### src/deque_with_max_core_macros.svh
// assertion macros for the deque with max core
`ifndef DEQUE_WITH_MAX_CORE_MACROS_SVH
`define DEQUE_WITH_MAX_CORE_MACROS_SVH
`ifndef SYNTH
// same-cycle implication, checked out of reset
`define DWM_ASSERT_IMPLIES(label, clk, rst_n, a, c) \
    label: assert property (@(posedge clk) disable iff (!rst_n) (a) |-> (c)) \
        else $error("assertion failed: label");
// next-cycle implication, checked out of reset
`define DWM_ASSERT_NEXT(label, clk, rst_n, a, c) \
    label: assert property (@(posedge clk) disable iff (!rst_n) (a) |=> (c)) \
        else $error("assertion failed: label");
`else
`define DWM_ASSERT_IMPLIES(label, clk, rst_n, a, c)
`define DWM_ASSERT_NEXT(label, clk, rst_n, a, c)
`endif
`endif

### src/dwm_pkg.sv
// shared types and constants for the deque with max core
package dwm_pkg;

    typedef logic signed [31:0] word_t;

    localparam word_t EMPTY_MARK = -32'sd1;

    // per-cell operation broadcast along the row
    typedef enum logic [2:0] {
        CELL_HOLD,
        CELL_ADD_BACK,
        CELL_ADD_FRONT,
        CELL_DEL_BACK,
        CELL_DEL_FRONT
    } cell_op_t;

    typedef struct packed {
        cell_op_t op;
        word_t    data;
    } cell_cmd_t;

    // running scan result handed from cell to cell
    typedef struct packed {
        logic  have;
        word_t max;
        word_t back;
    } scan_t;

endpackage

### src/deque_with_max_core.sv
// deque with max: top level with control, cell row and output register
// an accepted item starts a max and back scan that walks the row of DEPTH cells
//   one cell per cycle; no new item is taken until that scan has ended and its
//   result is loaded into the output register
// the next item is taken while a finished result still waits on the output
// reset (async, active low) empties the row and clears control; cell data is not reset
`include "deque_with_max_core_macros.svh"

module deque_with_max_core
    import dwm_pkg::*;
#(
    parameter int DEPTH = 16
)
(
    input  logic         clk,
    input  logic         rst_n,
    input  logic         s_tvalid,
    output logic         s_tready,
    input  logic [31:0]  s_tdata,   // data_value[31:0]
    input  logic [1:0]   s_tuser,   // mode[1:0]
    output logic         m_tvalid,
    input  logic         m_tready,
    // front_value[31:0], back_value[63:32], entry_count[68:64],
    // max_value[100:69], is_empty[101], op_error[103:102]
    output logic [103:0] m_tdata
);

    localparam int CW = $clog2(DEPTH + 1);

    // operation codes on s_tuser
    localparam logic [1:0] MODE_ADD_BACK  = 2'd0;
    localparam logic [1:0] MODE_ADD_FRONT = 2'd1;
    localparam logic [1:0] MODE_DEL_BACK  = 2'd2;
    localparam logic [1:0] MODE_DEL_FRONT = 2'd3;

    // result error codes
    localparam logic [1:0] ERR_NONE  = 2'd0;
    localparam logic [1:0] ERR_EMPTY = 2'd1;
    localparam logic [1:0] ERR_FULL  = 2'd2;

    typedef enum logic [1:0] {
        ST_IDLE = 2'b01,
        ST_SCAN = 2'b10
    } state_t;

    state_t         state_reg, state_next;
    logic [CW-1:0]  count_reg, count_next;
    logic [CW-1:0]  scan_cnt_reg, scan_cnt_next;
    logic [1:0]     err_reg, err_next;
    logic           out_valid_reg, out_valid_next;
    logic [103:0]   out_data_reg, out_data_next;

    logic           accept;
    logic           is_full;
    logic           is_empty;
    logic           load;
    cell_op_t       op;
    logic [1:0]     op_err;
    logic [CW-1:0]  op_count;
    cell_cmd_t      cmd;
    logic [31:0]    count_wide;

    word_t          cell_value [DEPTH];
    logic [DEPTH-1:0] cell_occ;
    scan_t          cell_scan [DEPTH];

    assign s_tready = (state_reg == ST_IDLE);
    assign accept   = s_tvalid && s_tready;
    assign is_full  = (count_reg == CW'(DEPTH));
    assign is_empty = (count_reg == '0);

    // decode the operation; errored ones leave the row untouched
    always_comb
    begin
        op       = CELL_HOLD;
        op_err   = ERR_NONE;
        op_count = count_reg;
        case (s_tuser)
            MODE_ADD_BACK:
            begin
                if (is_full)
                begin
                    op_err = ERR_FULL;
                end
                else
                begin
                    op       = CELL_ADD_BACK;
                    op_count = count_reg + CW'(1);
                end
            end
            MODE_ADD_FRONT:
            begin
                if (is_full)
                begin
                    op_err = ERR_FULL;
                end
                else
                begin
                    op       = CELL_ADD_FRONT;
                    op_count = count_reg + CW'(1);
                end
            end
            MODE_DEL_BACK:
            begin
                if (is_empty)
                begin
                    op_err = ERR_EMPTY;
                end
                else
                begin
                    op       = CELL_DEL_BACK;
                    op_count = count_reg - CW'(1);
                end
            end
            MODE_DEL_FRONT:
            begin
                if (is_empty)
                begin
                    op_err = ERR_EMPTY;
                end
                else
                begin
                    op       = CELL_DEL_FRONT;
                    op_count = count_reg - CW'(1);
                end
            end
            default:
            begin
                op = CELL_HOLD;
            end
        endcase
    end

    assign cmd.op   = accept ? op : CELL_HOLD;
    assign cmd.data = s_tdata;

    // row of cells: cell 0 is the front, values stay packed toward it
    for (genvar i = 0; i < DEPTH; i++)
    begin : g_cell
        word_t lv;
        logic  lo;
        word_t rv;
        logic  ro;
        scan_t si;

        if (i == 0)
        begin : g_first
            // a push at the front enters here; the scan starts empty
            assign lv = s_tdata;
            assign lo = 1'b1;
            assign si = '{have: 1'b0, max: EMPTY_MARK, back: EMPTY_MARK};
        end
        else
        begin : g_inner_left
            assign lv = cell_value[i-1];
            assign lo = cell_occ[i-1];
            assign si = cell_scan[i-1];
        end

        if (i == DEPTH - 1)
        begin : g_last
            assign rv = cell_value[i];
            assign ro = 1'b0;
        end
        else
        begin : g_inner_right
            assign rv = cell_value[i+1];
            assign ro = cell_occ[i+1];
        end

        dwm_cell u_cell (
            .clk         (clk),
            .rst_n       (rst_n),
            .cmd         (cmd),
            .left_value  (lv),
            .left_occ    (lo),
            .right_value (rv),
            .right_occ   (ro),
            .scan_in     (si),
            .scan_out    (cell_scan[i]),
            .value       (cell_value[i]),
            .occupied    (cell_occ[i])
        );
    end

    // the scan has reached the last cell once the scan counter reaches DEPTH;
    // hold there if the previous result has not been taken yet
    assign load = (state_reg == ST_SCAN) && (scan_cnt_reg == CW'(DEPTH))
                  && (!out_valid_reg || m_tready);

    always_comb
    begin
        state_next    = state_reg;
        scan_cnt_next = scan_cnt_reg;
        count_next    = count_reg;
        err_next      = err_reg;
        case (state_reg)
            ST_IDLE:
            begin
                if (accept)
                begin
                    state_next    = ST_SCAN;
                    scan_cnt_next = '0;
                    count_next    = op_count;
                    err_next      = op_err;
                end
            end
            ST_SCAN:
            begin
                if (scan_cnt_reg != CW'(DEPTH))
                begin
                    scan_cnt_next = scan_cnt_reg + CW'(1);
                end
                if (load)
                begin
                    state_next = ST_IDLE;
                end
            end
            default:
            begin
                state_next = ST_IDLE;
            end
        endcase
    end

    assign count_wide = 32'(count_reg);

    // result item assembly
    always_comb
    begin
        out_valid_next = out_valid_reg;
        out_data_next  = out_data_reg;
        if (load)
        begin
            out_valid_next = 1'b1;
            if (is_empty)
            begin
                out_data_next = {err_reg, 1'b1, EMPTY_MARK, count_wide[4:0],
                                 EMPTY_MARK, EMPTY_MARK};
            end
            else
            begin
                out_data_next = {err_reg, 1'b0, cell_scan[DEPTH-1].max, count_wide[4:0],
                                 cell_scan[DEPTH-1].back, cell_value[0]};
            end
        end
        else if (m_tready)
        begin
            out_valid_next = 1'b0;
        end
    end

    always_ff @(posedge clk or negedge rst_n)
    begin
        if (!rst_n)
        begin
            state_reg     <= ST_IDLE;
            scan_cnt_reg  <= '0;
            count_reg     <= '0;
            err_reg       <= ERR_NONE;
            out_valid_reg <= 1'b0;
        end
        else
        begin
            state_reg     <= state_next;
            scan_cnt_reg  <= scan_cnt_next;
            count_reg     <= count_next;
            err_reg       <= err_next;
            out_valid_reg <= out_valid_next;
        end
    end

    always_ff @(posedge clk)
    begin
        out_data_reg <= out_data_next;
    end

    assign m_tvalid = out_valid_reg;
    assign m_tdata  = out_data_reg;

    // front cell occupancy tracks the count
    `DWM_ASSERT_IMPLIES(a_front_occ, clk, rst_n, 1'b1, cell_occ[0] == (count_reg != '0))
    // last cell occupancy tracks a full queue
    `DWM_ASSERT_IMPLIES(a_last_occ, clk, rst_n, 1'b1,
        cell_occ[DEPTH-1] == (count_reg == CW'(DEPTH)))
    // an accepted item always starts a scan
    `DWM_ASSERT_NEXT(a_accept_scan, clk, rst_n, accept, state_reg == ST_SCAN)
    // no reserved error code ever leaves the block
    `DWM_ASSERT_IMPLIES(a_err_code, clk, rst_n, m_tvalid, m_tdata[103:102] != 2'd3)

endmodule

### src/dwm_cell.sv
// one storage cell of the deque row with its scan stage
module dwm_cell
    import dwm_pkg::*;
(
    input  logic      clk,
    input  logic      rst_n,
    input  cell_cmd_t cmd,
    input  word_t     left_value,
    input  logic      left_occ,
    input  word_t     right_value,
    input  logic      right_occ,
    input  scan_t     scan_in,
    output scan_t     scan_out,
    output word_t     value,
    output logic      occupied
);

    word_t value_reg, value_next;
    logic  occ_reg, occ_next;
    word_t max_reg, max_next;
    word_t back_reg, back_next;
    logic  have_reg, have_next;

    always_comb
    begin
        value_next = value_reg;
        occ_next   = occ_reg;
        case (cmd.op)
            CELL_ADD_BACK:
            begin
                if (!occ_reg && left_occ)
                begin
                    value_next = cmd.data;
                    occ_next   = 1'b1;
                end
            end
            CELL_ADD_FRONT:
            begin
                value_next = left_value;
                occ_next   = left_occ;
            end
            CELL_DEL_BACK:
            begin
                if (occ_reg && !right_occ)
                begin
                    occ_next = 1'b0;
                end
            end
            CELL_DEL_FRONT:
            begin
                value_next = right_value;
                occ_next   = right_occ;
            end
            default:
            begin
                value_next = value_reg;
                occ_next   = occ_reg;
            end
        endcase
    end

    // fold this cell into the running max and back value
    always_comb
    begin
        have_next = scan_in.have | occ_reg;
        if (occ_reg && (!scan_in.have || (value_reg > scan_in.max)))
        begin
            max_next = value_reg;
        end
        else
        begin
            max_next = scan_in.max;
        end
        if (occ_reg && !right_occ)
        begin
            back_next = value_reg;
        end
        else
        begin
            back_next = scan_in.back;
        end
    end

    always_ff @(posedge clk or negedge rst_n)
    begin
        if (!rst_n)
        begin
            occ_reg  <= 1'b0;
            have_reg <= 1'b0;
        end
        else
        begin
            occ_reg  <= occ_next;
            have_reg <= have_next;
        end
    end

    always_ff @(posedge clk)
    begin
        value_reg <= value_next;
        max_reg   <= max_next;
        back_reg  <= back_next;
    end

    assign value         = value_reg;
    assign occupied      = occ_reg;
    assign scan_out.have = have_reg;
    assign scan_out.max  = max_reg;
    assign scan_out.back = back_reg;

endmodule
### config.mk
export PLATFORM = sky130hd
export DESIGN_NAME = deque_with_max_core
export DESIGN_NICKNAME = d
export VERILOG_FILES = /design/src/dwm_pkg.sv /design/src/deque_with_max_core.sv /design/src/dwm_cell.sv
export VERILOG_INCLUDE_DIRS = /design/src /design/src/src
export SDC_FILE = /design/constraint.sdc
export NUM_CORES = 2
export LEC_CHECK = 0
export BUFFER_PORTS_ARGS = -buffer_cell sky130_fd_sc_hd__buf_2
export CAP_MARGIN = 10
export CORE_AREA = 2 2 405 407
export DETAILED_ROUTE_END_ITERATION = 10
export DIE_AREA = 0 0 407 409
export GPL_ROUTABILITY_DRIVEN = 0
export GPL_TIMING_DRIVEN = 0
export PLACE_DENSITY = 0.59
export SLEW_MARGIN = 20
export SYNTH_ARGS = -nofsm -noshare
export SYNTH_HDL_FRONTEND = slang
export SYNTH_SLANG_ARGS = --single-unit
export TNS_END_PERCENT = 5
### constraint.sdc
create_clock -name clk -period 11.9 [get_ports clk]
set_clock_uncertainty 0.05 [all_clocks]
set_input_delay 1.19 -clock clk [delete_from_list [all_inputs] [get_ports clk]]
set_output_delay 1.19 -clock clk [all_outputs]
set_load 0.01 [all_outputs]
# --- After elaboration in Yosys (flattened, before gate mapping) ---
# Cells that the tools add are included.
word_totals:
  out_inout_bits: 106
  inputBits: 38
  ff_bits: 1686
op_classes:
  eq_ne: 48
  bitwise_logic: 14
  reduce_logical: 129
  add_sub_neg: 3
  magnitude_cmp: 15
  n_mux: 129
op_table:
  columns: ["operator", "n"]
  rows:
  - ["$mux 32", 46]
  - ["$pmux 32 s3", 15]
  - ["$gt 32x32->1", 15]
  - ["$mux 102", 1]
  - ["$ne 2x1->1 const B", 32]
  - ["$pmux 32 s2", 1]
  - ["$pmux 1 s4", 14]
  - ["$reduce_and 3->1", 15]
  - ["$reduce_and 2->1", 20]
  - ["$mux 1", 34]
  - ["$logic_and 1x1->1", 33]
  - ["$logic_not 1->1", 31]
  - ["$mux 5", 4]
  - ["$pmux 5 s2", 2]
  - ["$logic_or 1x1->1", 16]
  - ["$or 1x1->1", 14]
  - ["$pmux 3 s4", 1]
  - ["$add 5x1->5 const B", 2]
  - ["$eq 5x5->1 const B", 2]
  - ["$mux 2", 5]
  - ["$reduce_bool 3->1", 3]
  - ["$ne 2x2->1 const B", 4]
  - ["$pmux 2 s2", 2]
  - ["$reduce_or 2->1", 4]
  - ["14 further kinds", 22]

# --- Longest topological paths before layout ---
depth:
  word_depth: 8
  ltp_mapped: 11
  mapped_depth_nobuf: 9

# --- Hierarchy ---
# A second synthesis with hierarchy kept.
hier_totals:
  hier_cells: 7247
  hier_area_um2: 79477.5
by_module_without_submodules:
  columns: ["mod", "cells_each", "instances", "seq_area_each_um2", "area_each_um2"]
  rows:
  - ["dwm_cell (g_cell[0].u_cell ...)", 412, 12, 2292.2, 4647.0]
  - ["dwm_cell (g_cell[6].u_cell ...)", 498, 4, 2292.2, 4747.1]
  - ["deque_with_max_core", 311, 1, 3499.6, 4725.8]

# --- Worst setup path after synthesis ---
# OpenSTA, ideal clock, no wires.
synth_path:
  path_kind: "input -> register"
  startpoint: "input port m_tready"
  endpoint: "register out_data_reg[0] (netlist: m_tdata[0]), enable pin"
  required_time_ps: 11247
  path_buffers: 0
  arrival_time_ps: 6293
  setup_slack_ps: 4954
  stages: 2
  setup_ps: 603
  cell_sequence: "inv_1 > a21oi_1"
synth_between:
  elab_chain_len: 2
synth_lines:
  columns: ["item", "line_no", "rtl"]
  rows:
  - ["start: declaration", "deque_with_max_core.sv:22", "input logic m_tready,"]
  - ["$logic_or 1x1->1", "deque_with_max_core.sv:189", "&& (!out_valid_reg || m_tready);"]
  - ["$logic_and 1x1->1", "deque_with_max_core.sv:189", null]
  - ["named net load", "deque_with_max_core.sv:56", "logic load;"]
  - ["end signal: assignment", "deque_with_max_core.sv:275", "out_data_reg <= out_data_next;"]
  - ["end: declaration", "deque_with_max_core.sv:51", "logic [103:0] out_data_reg, out_data_next;"]
# The timed path passes the listed nets, and every way through them passes these cells.
# A chain may end at the register's enable or synchronous reset.

# --- Worst setup path after layout ---
layout_path:
  startpoint: "register count_reg[0]"
  endpoint: "register g_cell[8].u_cell.value_reg[13], enable pin"
layout_between:
  elab_chain_len: 7
  elab_cells_between_ends: 14
  classes_between: "eq/ne: 5; mux: 6; reduce/logical: 3"
layout_lines:
  columns: ["item", "line_no", "rtl"]
  rows:
  - ["start: declaration", "deque_with_max_core.sv:47", "logic [CW-1:0] count_reg, count_next;"]
  - ["start signal: assignment", "deque_with_max_core.sv:267", "count_reg <= count_next;"]
  - ["$eq 5x5->1 / $logic_not 5->1 (equally long branches)", "deque_with_max_core.sv:69, deque_with_max_core.sv:70", null]
  - ["$mux 1, or another cell as far along", "deque_with_max_core.sv:81", "if (is_full)"]
  - ["$pmux 3 s4 (*)", "deque_with_max_core.sv:78", "case (s_tuser)"]
  - ["$mux 3 (*)", "deque_with_max_core.sv:134", "assign cmd.op = accept ? op : CELL_HOLD;"]
  - ["$eq 3x1->1, or another cell as far along", "dwm_cell.sv:28", "case (cmd.op)"]
  - ["$ne 2x1->1 (no line) / $reduce_bool 3->1 (equally long branches)", null, null]
  - ["$reduce_and 2->1 (no line) (*)", null, null]
  - ["end signal: assignment", "dwm_cell.sv:100", "value_reg <= value_next;"]
  - ["end: declaration", "dwm_cell.sv:18", "word_t value_reg, value_next;"]
# Mark *: on every way between the ends. The rest lies on a longest branch, timed or not.

==> results.md <==
| Parameter | Reported | Unit |
| --- | --- | --- |
| Number of buffers created by CTS | 175 | - |
| Cts hold-fix bufs | 0 | - |
| Setup violations, final | 0 | - |
| Post-placement cell area | 77000 | um2 |
| Average size of a mapped cell | 12.8 | um2 |
| Synth-to-layout area growth | 13.9 | % |
| Worst slack at placement | 6970 | ps |
| Worst Tran Pin Value | 1180 | ps |
| Kind of critical path | flop to flop | - |
| Clock root cell | sky130_fd_sc_hd__clkbuf_16 | - |
| Number of flops mapped to enable cells by yosys | 616 | - |
| Total congestion overflow after global routing | 0 | - |
| Count of nets after finishing | 6555 | - |
| Number of fill cells in the layout | 14000 | - |
| Total global-route track usage | 24.7 | % |
| Final Instance Area | 82800 | um2 |
| Crit share post-route | 39.9 | % |
| Initial standard-cell utilization of the core | 44.9 | % |
| Width of the die | 407 | um |
| Cell mode on critical path | sky130_fd_sc_hd__clkbuf_2 | - |
| Maximum number of pins on one net before global-route repair | 32 | - |
| CTS tree | done | - |
| Sequence of cells on the critical path | nor4_1 -> nor2b_1 -> buf_2 -> nand3b_2 -> nor2_4 -> nor2_1 -> clkbuf_2 -> clkbuf_2 -> o21ai_4 -> buf_16 | - |
| Max cap viols | 0 | - |
| Syn Inst Count | 5686 | - |
| Final wirelength | 208000 | um |
| Post-synthesis instance area | 72700 | um2 |
| Half-perimeter wire length after placement | 167000 | um |
| Fmax | 211 | MHz |
| Die Footprint | 166000 | um2 |
| Endpoints failing hold | 0 | - |
| VDD IR max | 0.000169 | V |
| Buffers from clock root to sink, at most | 3 | - |
| Number of DRC violations after detailed-routing iteration 0 | 4177 | - |
| Proportion of synthesized flip-flops having asynchronous set or reset | 2.73 | % |
| Syn_nets | 6210 | - |
| Total I/O pin count | 144 | - |
| P per Cell Area | 259 | nW/um2 |
| Routed via count | 46500 | - |
| Worst path top cell family by delay | buffers and inverters | - |
| Outcome | complete, no violations | - |
| CP endpoint kind | flop | - |
| Number of buffers inserted by port buffering | 142 | - |
| Type of the most critical hold path | input port to asynchronous set/reset pin | - |
| Count of antenna-violating nets left after detailed routing | 0 | - |
| Crit path DAT | 5230 | ps |
| Number of gates given a new drive strength after cts | 0 | - |
| Maximum single-stage delay on the critical path | 710 | ps |
| Number of antenna violations at the first check in global routing | 23 | - |
| Vias per inst | 5.55 | - |
| DRC Markers | 0 | - |
| Top fanout value on the critical path | 17 | - |
| Number of distinct library cell variants in the gate-level netlist after synthesis | 64 | - |
| Total negative slack for setup checks | 0 | ps |
| Number of warnings reported in the yosys synthesis log | 0 | - |
| Cell count of the worst reg-to-reg path | 10 | - |
| Slowest cell on crit path | sky130_fd_sc_hd__clkbuf_2 | - |
| DR WL/cell | 24.9 | um |
| Slew Viols, Final | 0 | - |
| Detailed-router iteration count before antenna repair | 6 | - |
| Vias in the first global route | 46200 | - |
| Leakage power summed over all cells | 0.0345 | uW |
| Post CTS Setup Buffer Count | 0 | - |
| Setup repair after global routing missed its margin | no | - |
| Fraction of synthesized cell area taken by the top area cell type | 28.2 | % |
| CTS sink cnt | 1686 | - |
| Number of buffer and inverter stages on the critical path | 4 | - |
| Most common flop cell mapped by yosys | sky130_fd_sc_hd__dfxtp_1 | - |
| Slew Limit Headroom | 20.3 | % |
| CP Data Required Time | 12390 | ps |
| Latest clock arrival within the worst-skew pair | 790 | ps |
| Most area-consuming cells after synthesis | sky130_fd_sc_hd__dfxtp_1 28%, sky130_fd_sc_hd__edfxtp_1 25%, sky130_fd_sc_hd__mux2_2 12% | - |
| Sequential-to-total area share from yosys stat | 55.2 | % |
| Floorplan core area | 162000 | um2 |
| Worst path depth | 10 | - |
| Clock transition at the register clock pins on the worst setup and hold paths after CTS | 60 | ps |
| Die height | 409 | um |
| Synthesis-stage register bit count | 1686 | - |
| Cell row count | 148 | - |
| CTS H-tree lvls | 4 | - |
| Worst setup margin | 7150 | ps |
| Proportion of layout cells with a drive suffix above 1 | 25.9 | % |
| Wire length of the first global-routing pass | 302000 | um |
| Launching element type of the critical path | flop | - |
| Post-synthesis cell type with the largest combined area | sky130_fd_sc_hd__dfxtp_1 | - |
| Minimum clock period | 4750 | ps |
[worst paths after layout]
| kind | from | endpoint | slack (ps) |
|---|---|---|---|
| max in group asynchronous | rst_n | g_cell[5].u_cell.occupied$_DFFE_PN0P_ | 11010 |
| min in group clk | g_cell[0].u_cell.occupied$_DFFE_PN0P_ | g_cell[0].u_cell.have_reg$_DFF_PN0_ | 340 |
| worst min-delay path | rst_n | m_tvalid$_DFFE_PN0P_ | 230 |
| worst max register to register | count_reg[0]$_DFFE_PN0P_ | g_cell[8].u_cell.value[13]$_DFFE_PP_ | 7150 |
| worst min register to register | g_cell[0].u_cell.occupied$_DFFE_PN0P_ | g_cell[0].u_cell.have_reg$_DFF_PN0_ | 340 |
| worst max-delay path | count_reg[0]$_DFFE_PN0P_ | g_cell[8].u_cell.value[13]$_DFFE_PP_ | 7150 |
[synthesized netlist by cell type (7+ instances only)]
library cell / count
sky130_fd_sc_hd__mux2_2: 765
sky130_fd_sc_hd__a31oi_1: 8
sky130_fd_sc_hd__nor3_1: 39
sky130_fd_sc_hd__nor2_1: 54
sky130_fd_sc_hd__nor2b_1: 16
sky130_fd_sc_hd__clkbuf_1: 185
sky130_fd_sc_hd__dfrtp_1: 45
sky130_fd_sc_hd__a21o_1: 36
sky130_fd_sc_hd__a221o_1: 448
sky130_fd_sc_hd__inv_1: 559
sky130_fd_sc_hd__nand3_1: 64
sky130_fd_sc_hd__nand2b_1: 72
sky130_fd_sc_hd__buf_1: 9
sky130_fd_sc_hd__a21boi_0: 7
sky130_fd_sc_hd__o22ai_1: 37
sky130_fd_sc_hd__a21oi_1: 212
sky130_fd_sc_hd__dfxtp_1: 1024
sky130_fd_sc_hd__a2111oi_0: 8
sky130_fd_sc_hd__buf_6: 18
sky130_fd_sc_hd__nor4_1: 19
sky130_fd_sc_hd__a211oi_1: 10
sky130_fd_sc_hd__nand2_1: 196
sky130_fd_sc_hd__buf_2: 60
sky130_fd_sc_hd__a221oi_1: 7
sky130_fd_sc_hd__edfxtp_1: 616
sky130_fd_sc_hd__o21ai_0: 136
sky130_fd_sc_hd__and2_0: 12
sky130_fd_sc_hd__ha_1: 485
sky130_fd_sc_hd__or2_2: 110
sky130_fd_sc_hd__and2_1: 25
sky130_fd_sc_hd__mux2_4: 180
sky130_fd_sc_hd__a22oi_1: 14
sky130_fd_sc_hd__nand4_1: 112
sky130_fd_sc_hd__a22o_1: 12
[metrics by stage]
step                      hold WS [ps]  utilization (%)  power [uW]  std cells
after global placement             313             47.0       15700       8003
after detailed placement           320             47.5       16000       8029
after CTS                          195             51.1       21500       8357
after global routing               229             51.1       22700       8360
after floorplan                    302                -       13800       5686
final                              234             51.1       21500       8370
[area by class of cell]
type	count	area, um2	share of cell area [%]
Buffer	278	1280	1.55
Inverter	560	2100	2.54
Tap cell	2175	2720	3.29
Sequential cell	1686	40100	48.5
Clock buffer	275	5270	6.36
Timing Repair Buffer	168	1360	1.64
Antenna cell	13	32.5	0.0393
Clock inverter	53	508	0.614
Multi-Input combinational cell	3162	29400	35.5
[worst reg2reg max path: stages (launching register included)]
cell and delay (ps):
sky130_fd_sc_hd__dfrtp_1 440, sky130_fd_sc_hd__nor4_1 420, sky130_fd_sc_hd__nor2b_1 170, sky130_fd_sc_hd__buf_2 560, sky130_fd_sc_hd__nand3b_2 470, sky130_fd_sc_hd__nor2_4 250
sky130_fd_sc_hd__nor2_1 180, sky130_fd_sc_hd__clkbuf_2 540, sky130_fd_sc_hd__clkbuf_2 720, sky130_fd_sc_hd__o21ai_4 410, sky130_fd_sc_hd__buf_16 270
[routing by layer]
metal  wire (um)  global-route usage [%]  up-vias
met5          27                       0        -
met4        8180                    9.80        4
li1            -                       -    21800
met3       14800                    3.82      394
met1       90800                    33.8    22400
met2       94700                    39.0     1809
[cells in the final DEF (no fill, tap or decap), drive strengths merged, types with 110 or more instances in the layout]
master,n
ha,485
nand4,112
nand2,196
mux2,949
o21ai,136
inv,564
a221o,448
dfxtp,1024
a21oi,212
or2,110
edfxtp,616
clkbuf,460
buf,261
[where the power goes]
part / internal [uW] / switching [uW] / total (uW)
combinational: 3280 / 3310 / 6590
sequential: 8270 / 1140 / 9400
clock: 3230 / 2260 / 5490
[cell families after synthesis]
family,after synthesis,share of synthesized area (%)
and+or+nand+nor,735,5.32
DFF,1686,55.2
buffers and inverters,838,4.65
muxes,953,15.7
AOI/OAI and AO/OA,980,10.6
adders and majority gates,486,8.38
xor gates and xnor gates,8,0.0964
Power figures use the tool's default switching activity.
